<file path="config.mk">
export PLATFORM = sky130hd
export DESIGN_NAME = iirbq_regs
export DESIGN_NICKNAME = d
export VERILOG_FILES = /design/src/rtl/core/iirbq_pkg.sv /design/src/rtl/core/iirbq_regs.sv
export SDC_FILE = /design/constraint.sdc
export NUM_CORES = 1
export LEC_CHECK = 0
export ABC_AREA = 1
export BUFFER_PORTS_ARGS = -buffer_cell sky130_fd_sc_hd__buf_2
export CORE_MARGIN = 10
export CORE_UTILIZATION = 56
export CTS_BUF_LIST = sky130_fd_sc_hd__clkbuf_8
export CTS_CLUSTER_SIZE = 12
export DETAILED_ROUTE_END_ITERATION = 12
export GPL_TIMING_DRIVEN = 1
export MAX_ROUTING_LAYER = met4
export PLACE_DENSITY = 0.89
export SETUP_SLACK_MARGIN = 0.15
export SYNTH_ARGS = -nofsm -noshare
export SYNTH_HDL_FRONTEND = slang
export SYNTH_SLANG_ARGS = --single-unit
</file>
<file path="constraint.sdc">
create_clock -name clk -period 2.1 [get_ports clk]
set_input_delay 0.42 -clock clk [delete_from_list [all_inputs] [get_ports clk]]
set_output_delay 0.42 -clock clk [all_outputs]
set_load 0.05 [all_outputs]
</file>
<file path="src/rtl/core/iirbq_pkg.sv">
// Shared types, register map and default constants for the biquad filter core.
`default_nettype none

package iirbq_pkg;

    localparam int COEF_WIDTH  = 18;
    localparam int DATA_WIDTH  = 32;
    localparam int ADDR_WIDTH  = 5;
    localparam int NUM_REGS    = 5;

    localparam int FILTER_ORDER_DEF   = 2;
    localparam int SAMPLE_WIDTH_DEF   = 16;
    localparam int COEF_FRAC_BITS_DEF = 15;

    // b0 resets to 1.0 in Q2.15
    localparam logic signed [COEF_WIDTH-1:0] COEF_B0_RESET = 18'sd32768;

    typedef enum logic [2:0] {
        REG_B0 = 3'd0,
        REG_B1 = 3'd1,
        REG_B2 = 3'd2,
        REG_A1 = 3'd3,
        REG_A2 = 3'd4
    } reg_idx_t;

    typedef struct packed {
        logic signed [COEF_WIDTH-1:0] b0;
        logic signed [COEF_WIDTH-1:0] b1;
        logic signed [COEF_WIDTH-1:0] b2;
        logic signed [COEF_WIDTH-1:0] a1;
        logic signed [COEF_WIDTH-1:0] a2;
    } coef_set_t;

endpackage

`default_nettype wire

</file>
<file path="src/rtl/core/iirbq_regs.sv">
// Coefficient register file behind the APB-style configuration port.
`default_nettype none

module iirbq_regs
(
    input  wire logic                            clk,
    input  wire logic                            rst_n,
    input  wire logic                            psel,
    input  wire logic                            penable,
    input  wire logic                            pwrite,
    input  wire logic [iirbq_pkg::ADDR_WIDTH-1:0] paddr,
    input  wire logic [iirbq_pkg::DATA_WIDTH-1:0] pwdata,
    output logic      [iirbq_pkg::DATA_WIDTH-1:0] prdata,
    output logic                                  pready,
    output iirbq_pkg::coef_set_t                  coef
);
    import iirbq_pkg::*;

    reg_idx_t  reg_idx;
    logic      wr_en;
    coef_set_t coef_reg;

    assign pready  = 1'b1;
    assign reg_idx = reg_idx_t'(paddr[ADDR_WIDTH-1:2]);
    assign wr_en   = psel && penable && pwrite && pready;
    assign coef    = coef_reg;

    always_ff @(posedge clk or negedge rst_n)
    begin
        if (!rst_n)
        begin
            coef_reg.b0 <= COEF_B0_RESET;
            coef_reg.b1 <= '0;
            coef_reg.b2 <= '0;
            coef_reg.a1 <= '0;
            coef_reg.a2 <= '0;
        end
        else if (wr_en)
        begin
            // drop writes to addresses past the last register
            unique case (reg_idx)
                REG_B0:  coef_reg.b0 <= pwdata[COEF_WIDTH-1:0];
                REG_B1:  coef_reg.b1 <= pwdata[COEF_WIDTH-1:0];
                REG_B2:  coef_reg.b2 <= pwdata[COEF_WIDTH-1:0];
                REG_A1:  coef_reg.a1 <= pwdata[COEF_WIDTH-1:0];
                REG_A2:  coef_reg.a2 <= pwdata[COEF_WIDTH-1:0];
                default: ;
            endcase
        end
    end

    always_comb
    begin
        prdata = '0;
        unique case (reg_idx)
            REG_B0:  prdata = {{(DATA_WIDTH-COEF_WIDTH){1'b0}}, coef_reg.b0};
            REG_B1:  prdata = {{(DATA_WIDTH-COEF_WIDTH){1'b0}}, coef_reg.b1};
            REG_B2:  prdata = {{(DATA_WIDTH-COEF_WIDTH){1'b0}}, coef_reg.b2};
            REG_A1:  prdata = {{(DATA_WIDTH-COEF_WIDTH){1'b0}}, coef_reg.a1};
            REG_A2:  prdata = {{(DATA_WIDTH-COEF_WIDTH){1'b0}}, coef_reg.a2};
            default: prdata = '0;
        endcase
    end

endmodule

`default_nettype wire

</file>
==> impl_metrics.ini, run 1 <==
[yosys]
synth.top_cell.area_share_pct = 48.38
ys_seq_elements = 90
synth_top_flop_cell = dfrtp_1
synth_xor_area_share_pct = 0
synthTopCellsByCount = nand2_1, dfrtp_1, o21ai_1, nand3_1, o21ai_0
synth_area_per_cell_um2 = 7.763
synth_cell_types = 21
synth_edf_count = 0
async_reset_ff_share_pct = 100.0
syn-instance-count = 593
yosys_warnings = 0
muxShareOfSynthArea_pct = 0
synth_largest_area_cell = dfrtp_1
ys_seq_area_share_pct = 48.95
synthSimpleGateAreaFrac_pct = 33.60
synthAdderAreaFrac_pct = 0
synth_area_leaders = dfrtp_1, nand2_1, o21ai_1
syn-cell-area_mm2 = 0.004603
synth_most_common_cell = nand2_1
synth_compound_area_share_pct = 9.894
synth_top_family_by_area = simple AND/OR/NAND/NOR gates

[drt]
wl_per_cell_um = 18.65
postRouteAntennaNets = 0
drt-total-wl_mm = 15.50
drt_iter0_drc = 394
firstDrtPassIters = 6
num_vias = 4706
drc_errors = 0
drt-vias-per-instance = 5.663

[global_routing]
grt_pass1_wl_mm = 24.50
grt_overflow_total = 0
grt_max_degree = 46
antenna_found_initial = 0
grt_pass1_vias = 4522
grt_usage_pct = 25.06

[sta]
fmax_mhz = 517.0
drv_slew = 0
final-setup-viol-count = 0
slew_headroom_pct = 61.13
tightest_slew_ps = 583.1
period_share_pct = 92.11
finalSetupTns_ps = 0
rsz0062_at_grt = yes
fin_skew_ps = 0
finalHoldViolCount = 0
layout_min_cycle_time_ps = 1934

[critical_path]
rr_endpoint = coef[81]
crit_path_start = paddr[2]
endpoint_kind = output pin
cp.arrival_ps = 1510
rrSetupSlack_ps = 1370
ff2ff_path_depth = 2
path_cells = buf_4, nor2_4, buf_4, buf_12, nand3_1, nand2_1, nor2_1, nand2_1, buf_4
rr_startpoint = coef[81]
crit_top_cell = buf_4
crit_type = input pin to output pin
path_max_fanout = 7
cp_slowest_cell = buf_4
cp_slowest_stage_delay_ps = 210
required_ps = 1680
start_kind = input pin

[power]
finalPower_mw = 6.185
ir_drop_v = 0.0007357
power_density_mw_per_mm2 = 1083
power.leakage_nw = 3.282

[cells_and_area]
largest_register_ffs = 90
drive_above_1_share_pct = 26.17
seqCellArea_mm2 = 0.002253
syn_to_final_growth_pct = 24.08
final_nets = 763
multi_input_area_mm2 = 0.002076
fill_cells = 654
n_antenna_cell = 0

[die]
die_x_um = 110.7
die_h_um = 110.7
start_util_pct = 56.88
io_pins = 165
core_area_mm2 = 0.008093
num_rows = 33
dieArea_mm2 = 0.01225

[clocking]
clock_latency_ps = 360
htree_levels = 3
cts_buffers = 9
ctsRootBufferMaster = clkbuf_8
clock_sinks = 90
clk_pin_slew_worst_paths_ps = 90
cts.path.max_buffers = 2
cts_tree = yes

[place]
gp_congestion = 0.9891
hpwl_mm = 11.23
portBuffers = 133

[run_status]
status = finished, final reports clean

[min_path]
worst_hold_path_type = input pin to asynchronous set/reset pin

[job]
drv_cap = 0
how the worst max path moves through the flow:
stage	end	slack (ps)	cells after the start
5_1_grt	prdata[8]	120	9
3_5_place_dp	prdata[0]	110	7
2_1_floorplan	prdata[9]	180	7
3_3_place_gp	prdata[9]	120	7
6_report	prdata[7]	170	9
4_1_cts	prdata[15]	150	8
report_power, final:
part           total, mW  internal [mW]  switching (mW)
combinational       2.55          0.524            2.02
sequential          2.33           2.06           0.277
clock               1.30          0.671           0.633
metal layers:
metal	GRT usage, %	up-vias	part of all wire [%]
met3	4.383	33	8.9
met5	-	-	0
met2	38.72	284	48
li1	-	2175	-
met1	32.12	2214	41
met4	9.809	0	2.3
stage by stage:
step	hold slack [ps]	cells	util (%)	instance area (um2)	setup WS [ps]
after global routing	104.0	831	70.58	5712	119.2
after detailed placement	460.0	810	66.16	5354	114.6
after floorplan	124.4	606	-	4652	178.3
after global placement	447.6	810	66.16	5354	124.0
after CTS	76.11	826	68.95	5580	146.9
final	57.33	831	70.58	5712	165.8
timing repair:
action,in CTS,in global routing
setup endpoints to repair,3,18
cloned,0,2
hold buffers,0,0
setup buffers,0,3
resized for setup,3,39
pin swaps,0,2
hold endpoints to repair,0,0
cells by family after synthesis:
logic type | after synthesis
and+or+nand+nor | 351
AOI/OAI and AO/OA | 91
DFF | 90
buffers and inverters | 59
other | 2
final cells by class:
cell class                      count  share of cell area [%]
Sequential cell                    90                   39.45
Multi-Input combinational cell    457                   36.34
Timing Repair Buffer              157                   17.61
Tap cell                          105                   2.300
Clock buffer                        9                   2.169
Clock inverter                      7                   1.643
Inverter                            6                  0.4819
critical path: cells and delay by family:
family,cells,cell delay [ps]
buffers and inverters,4,650
and+or+nand+nor,5,430
placed cells by master, fill, tap and decap left out:
cell type	count
nor2_4	4
bufinv_16	2
conb_1	15
nand3_1	54
clkinv_2	1
buf_2	113
clkbuf_4	6
dfrtp_1	89
inv_1	4
clkinvlp_4	1
buf_4	24
inv_2	2
nand2_4	3
nand4_1	18
buf_12	5
dfstp_2	1
nor2_8	3
nor2_2	1
buf_6	8
o21ai_1	59
o21ai_0	32
inv_6	1
clkbuf_8	9
nand2_2	1
clkinv_4	2
nand2_1	247
nand3_4	2
clkbuf_16	1
nor2_1	18
Note: power is estimated with default switching activity, not from simulation.
==> run 2, diff against run 1 <==
--- a/config.mk
+++ b/config.mk
@@ -8,13 +8,13 @@
 export ABC_AREA = 1
 export BUFFER_PORTS_ARGS = -buffer_cell sky130_fd_sc_hd__buf_2
 export CORE_MARGIN = 10
-export CORE_UTILIZATION = 56
+export CORE_UTILIZATION = 47
 export CTS_BUF_LIST = sky130_fd_sc_hd__clkbuf_8
 export CTS_CLUSTER_SIZE = 12
 export DETAILED_ROUTE_END_ITERATION = 12
 export GPL_TIMING_DRIVEN = 1
 export MAX_ROUTING_LAYER = met4
-export PLACE_DENSITY = 0.89
+export PLACE_DENSITY = 0.79
 export SETUP_SLACK_MARGIN = 0.15
 export SYNTH_ARGS = -nofsm -noshare
 export SYNTH_HDL_FRONTEND = slang
==> constraint.sdc (replaced) <==
create_clock -name clk -period 1.7 [get_ports clk]
set_input_delay 0.34 -clock clk [delete_from_list [all_inputs] [get_ports clk]]
set_output_delay 0.34 -clock clk [all_outputs]
set_load 0.05 [all_outputs]
==> run 2 against run 1 <==
  * The flow now finishes with violations (negative setup slack)
  * Total power up 32%
  * Via count up 9.1%
  * Highest routed layer unchanged
  * Final area up 14%
  * Worst setup slack worse by 210 ps
  * Register-to-register slack worse by 520 ps
==> impl_metrics.ini, run 2 (same netlist as run 1, synthesis figures left out) <==
[clocking]
clk_pin_slew_worst_paths_ps = 90
htree_levels = 3
cts_tree = yes
clock_sinks = 90
clock_latency_ps = 360
cts.path.max_buffers = 2
cts_buffers = 9
ctsRootBufferMaster = clkbuf_8

[place]
portBuffers = 133
pre_cts_ws_ps = -156.1
postPlaceCellArea_mm2 = 0.005602
hpwl_mm = 11.79
gp_congestion = 0.9175

[global_routing]
grt_pass1_vias = 5096
grt_pass1_wl_mm = 28.21
grt_overflow_total = 0
grt_max_degree = 38
grt_usage_pct = 25.68
antenna_found_initial = 0

[critical_path]
crit_type = input pin to output pin
required_ps = 1360
path_max_fanout = 5
start_kind = input pin
endpoint_kind = output pin
cp.arrival_ps = 1410

[sta]
finalHoldViolCount = 0
period_share_pct = 102.8
drv_slew = 0
fmax_mhz = 572.5
setup_ws_ps = -46.78
layout_min_cycle_time_ps = 1747
final-setup-viol-count = 9
fin_skew_ps = 0
rsz0062_at_grt = yes

[run_status]
violations = negative setup slack
status = complete, but fails checks

[die]
num_rows = 36
start_util_pct = 47.75
io_pins = 165
die_x_um = 119.0
core_area_mm2 = 0.009639
die_h_um = 119.0
dieArea_mm2 = 0.01415

[drt]
num_vias = 5132
firstDrtPassIters = 5
drt-vias-per-instance = 5.747
postRouteAntennaNets = 0
drt_iter0_drc = 636
drc_errors = 0
wl_per_cell_um = 20.14
drt-total-wl_mm = 17.98

[power]
power.leakage_nw = 3.547
ir_drop_v = 0.0005977
power_density_mw_per_mm2 = 1255
finalPower_mw = 8.159

[cells_and_area]
stdcell_area_mm2 = 0.006504
n_antenna_cell = 0
syn_to_final_growth_pct = 41.29
drive_above_1_share_pct = 37.50
final_nets = 798
final_common_cell = nand2_1
most-common-layout-cells = nand2_1, buf_2, dfrtp_1, o21ai_1, nand3_1
largest_register_ffs = 90

[min_path]
worst_hold_path_type = input pin to register

[job]
drv_cap = 0
run 2: cell types whose count changed in the layout (fill, tap and decap cells not counted), moves of 4 or more:
cell / before / now
nand2_1: 247 / 211
nand2_2: 1 / 37
buf_8: 0 / 18
buf_4: 24 / 41
nor2_1: 18 / 3
nor2_2: 1 / 16
nand3_1: 54 / 43
buf_12: 5 / 15
nand3_2: 0 / 7
buf_6: 8 / 2
clkbuf_4: 6 / 1
nand3_4: 2 / 6
run 2: what timing repair did:
item                                   in CTS  in global routing
buffers inserted                           21                  1
pin swaps                                  30                 14
cloned                                      3                  0
resized for setup                          86                 29
hold buffers                                1                  0
endpoints found under the hold margin      30                  0
setup endpoints to repair                  18                 19
run 2: routing by layer:
metal	global-route usage (%)	wire (um)	part of all wire [%]
met4	13.36	792	4.4
met2	40.72	8578	48
met1	30.86	6856	38
met5	-	0	0
met3	4.440	1754	9.8
run 2: cell type report:
class	instances	area [um2]
Timing Repair inverter	1	7.507
Fill cell	750	3136
Inverter	6	27.53
Multi-Input combinational cell	457	2288
Timing Repair Buffer	191	1529
Sequential cell	90	2253
Tap cell	133	166.4
Clock buffer	9	123.9
Clock inverter	6	107.6
run 2: worst paths after layout:
kind                            start        end  slack, ps  cells after the start
max in group asynchronous       rst_n   coef[87]        660                      3
min reg2reg                  coef[87]   coef[87]        500                      2
min in group asynchronous       rst_n   coef[54]        460                      2
max                          paddr[3]  prdata[2]        -50                     10
min                        pwdata[15]   coef[87]        230                      3
max reg2reg                  coef[32]   coef[32]        850                      3
run 2: report_power, final:
part           internal (mW)  switching [mW]  total (mW)
Combinational          0.879            2.66        3.54
Clock                  0.964           0.775        1.74
Sequential              2.54           0.340        2.88
Total                   4.38            3.77        8.16
run 2: critical path, stage by stage:
cell	delay (ps)
buf_12	110
nor2_4	150
buf_12	130
buf_12	90
buf_16	120
nand3_2	70
nand2_2	90
nor2_2	50
nand2_2	80
buf_8	150
run 2: per-stage QoR:
| stage | hold slack [ps] | setup TNS (ps) | cells | utilization [%] |
|---|---|---|---|---|
| finish | 234.6 | -154.8 | 893 | 67.47 |
| global route | 249.9 | -702.9 | 893 | 67.47 |
| CTS | 210.8 | 0 | 892 | 66.32 |
| detailed placement | 322.0 | -2232 | 852 | 58.11 |
| global placement | 315.9 | -1583 | 852 | 58.11 |
| floorplan | 44.41 | 0 | 606 | - |
==> run 3, diff against run 2 <==
--- a/config.mk
+++ b/config.mk
@@ -5,10 +5,9 @@
 export SDC_FILE = /design/constraint.sdc
 export NUM_CORES = 1
 export LEC_CHECK = 0
-export ABC_AREA = 1
 export BUFFER_PORTS_ARGS = -buffer_cell sky130_fd_sc_hd__buf_2
 export CORE_MARGIN = 10
-export CORE_UTILIZATION = 47
+export CORE_UTILIZATION = 46
 export CTS_BUF_LIST = sky130_fd_sc_hd__clkbuf_8
 export CTS_CLUSTER_SIZE = 12
 export DETAILED_ROUTE_END_ITERATION = 12
==> run 3 against run 2 <==
  * The run still ends with negative setup slack left
  * Combinational power up 9.9%
  * Clock-buffer cell count unchanged
  * Wire length down 24%
  * Die area down 4.7%
  * Utilization up 2.2 points
  * Fmax down 6.0%
  * Clock skew unchanged
  * Via count down 34%
  * Global-route usage down 5.3 points
  * Worst hold slack better by 39 ps
  * Critical path type is now register to output pin
  * Highest routed layer unchanged
==> impl_metrics.ini, run 3 <==
[run_status]
status = complete, but fails checks
violations = negative setup slack

[global_routing]
grt_overflow_total = 0
grt_usage_pct = 20.38
antenna_found_initial = 1
grt_pass1_wl_mm = 20.55
grt_pass1_vias = 3722
grt_max_degree = 42

[critical_path]
endpoint_kind = output pin
crit_type = register to output pin
cp.arrival_ps = 1520
path_max_fanout = 2
start_kind = register
required_ps = 1360

[sta]
fin_skew_ps = 0
finalSetupTns_ps = -1830
final-setup-viol-count = 18
period_share_pct = 109.3
fmax_mhz = 538.4
setup_ws_ps = -157.3
layout_min_cycle_time_ps = 1857
finalHoldViolCount = 0
drv_slew = 0
rsz0062_at_grt = yes
holdWs_ps = 273.2

[drt]
drt-vias-per-instance = 5.495
drc_errors = 0
postRouteAntennaNets = 0
drt_iter0_drc = 129
drt-total-wl_mm = 13.69
num_vias = 3363
wl_per_cell_um = 22.36
firstDrtPassIters = 4

[power]
finalPower_mw = 8.111
power.leakage_nw = 3.130
ir_drop_v = 0.0008340
p_int_mw = 4.366
switching_power_mw = 3.745
sw_frac_of_total_pct = 46.17
p_seq_share_pct = 36.0
power_frac_comb_pct = 48.0
power_density_mw_per_mm2 = 1278
power.clock.fraction_pct = 16.1

[place]
portBuffers = 133
hpwl_mm = 9.816
gp_congestion = 0.8332
dp_cells = 562
pre_cts_ws_ps = -298.5

[cells_and_area]
largest_register_ffs = 90
final_cells = 612
most-common-layout-cells = buf_2, dfrtp_1, mux2_2, buf_4, mux2_4
drive_above_1_share_pct = 76.60
syn_to_final_growth_pct = 49.34
final_nets = 537
final_common_cell = buf_2

[yosys]
ys_seq_elements = 90
synth.top_cell.area_share_pct = 52.40
synth_edf_count = 0
yosys_warnings = 0
syn-instance-count = 305
synth_area_per_cell_um2 = 13.94
async_reset_ff_share_pct = 100.0
synth_largest_area_cell = dfrtp_1
synth_most_common_cell = mux2_2
synth_cell_types = 25
synth_top_flop_cell = dfrtp_1
synth_area_leaders = dfrtp_1, mux2_2, mux2_4
synthTopCellsByCount = mux2_2, dfrtp_1, buf_4
syn-cell-area_mm2 = 0.004250
ys_seq_area_share_pct = 53.02

[die]
io_pins = 165
die_x_um = 116.1
start_util_pct = 46.66
dieArea_mm2 = 0.01349
num_rows = 35
die_h_um = 116.1
core_area_mm2 = 0.009109

[clocking]
clk_pin_slew_worst_paths_ps = 100
cts_buffers = 9
cts.path.max_buffers = 2
cts_tree = yes
ctsRootBufferMaster = clkbuf_8
htree_levels = 3
clock_latency_ps = 350
clock_sinks = 90

[job]
drv_cap = 0

[min_path]
worst_hold_path_type = input pin to register
-- run 3: cell families (layout without fill, tap and decap cells) --
logic type / after synthesis / in the layout / share of synthesized area, %
multiplexers: 109 / 109 / 29.73
flip-flops: 90 / 90 / 53.02
other: 2 / 16 / 0.1767
AO/OA/AOI/OAI: 51 / 51 / 8.507
buffers and inverters: 37 / 219 / 5.769
AND/OR/NAND/NOR: 16 / 16 / 2.796
-- run 3: final cells by class --
type / instances / area, um2
fillers: 648 / 2761
multi-input cells: 191 / 2285
flip-flops and latches: 90 / 2256
repair buffers: 202 / 1488
well taps: 111 / 138.9
clock buffers: 9 / 123.9
clock inverters: 7 / 47.55
inverters: 1 / 6.256
diodes: 1 / 2.502
-- run 3: power by group through the flow --
stage	logic [mW]	clock network, mW	registers [mW]
2_1_floorplan	1.14	0	4.38
4_1_cts	3.80	1.32	2.89
3_3_place_gp	3.42	0	2.91
6_report	3.89	1.31	2.92
3_5_place_dp	3.46	0	2.96
5_1_grt	4.06	1.42	2.97
-- run 3: final timing paths --
| kind | startpoint | to | slack [ps] | cells past startpoint |
|---|---|---|---|---|
| max | coef[24] | prdata[6] | -160 | 4 |
| min | pwdata[12] | coef[12] | 270 | 2 |
| max reg2reg | coef[81] | coef[81] | 650 | 3 |
| min reg2reg | coef[27] | coef[27] | 530 | 1 |
| max in group asynchronous | rst_n | coef[60] | 710 | 3 |
| min in group asynchronous | rst_n | coef[86] | 440 | 2 |
-- run 3: per-stage QoR --
step	util (%)	cell area, um2
after floorplan	-	4723
after global placement	61.61	5612
after detailed placement	61.61	5612
after CTS	67.99	6193
after global routing	69.68	6347
final	69.68	6347
-- run 3: routing by layer --
metal | share of wire (%) | up-vias | global-route usage [%]
li1 | - | 1490 | -
met1 | 40 | 1719 | 23.68
met2 | 50 | 131 | 33.41
met3 | 8.0 | 23 | 6.061
met4 | 2.0 | 0 | 6.339
met5 | 0 | - | -
-- run 3: critical path, cell delays in order (launching register included) --
cell     delay, ps
dfrtp_1        400
mux2_2         280
a32oi_2        250
o21ai_4         90
buf_6          160
-- run 3: timing repair --
item	CTS	global route
hold endpoints to repair	24	0
endpoints found under the setup margin	18	18
gates resized for setup	53	20
hold buffers	1	0
gates cloned	1	0
pin swaps	16	6
buffers inserted	25	6
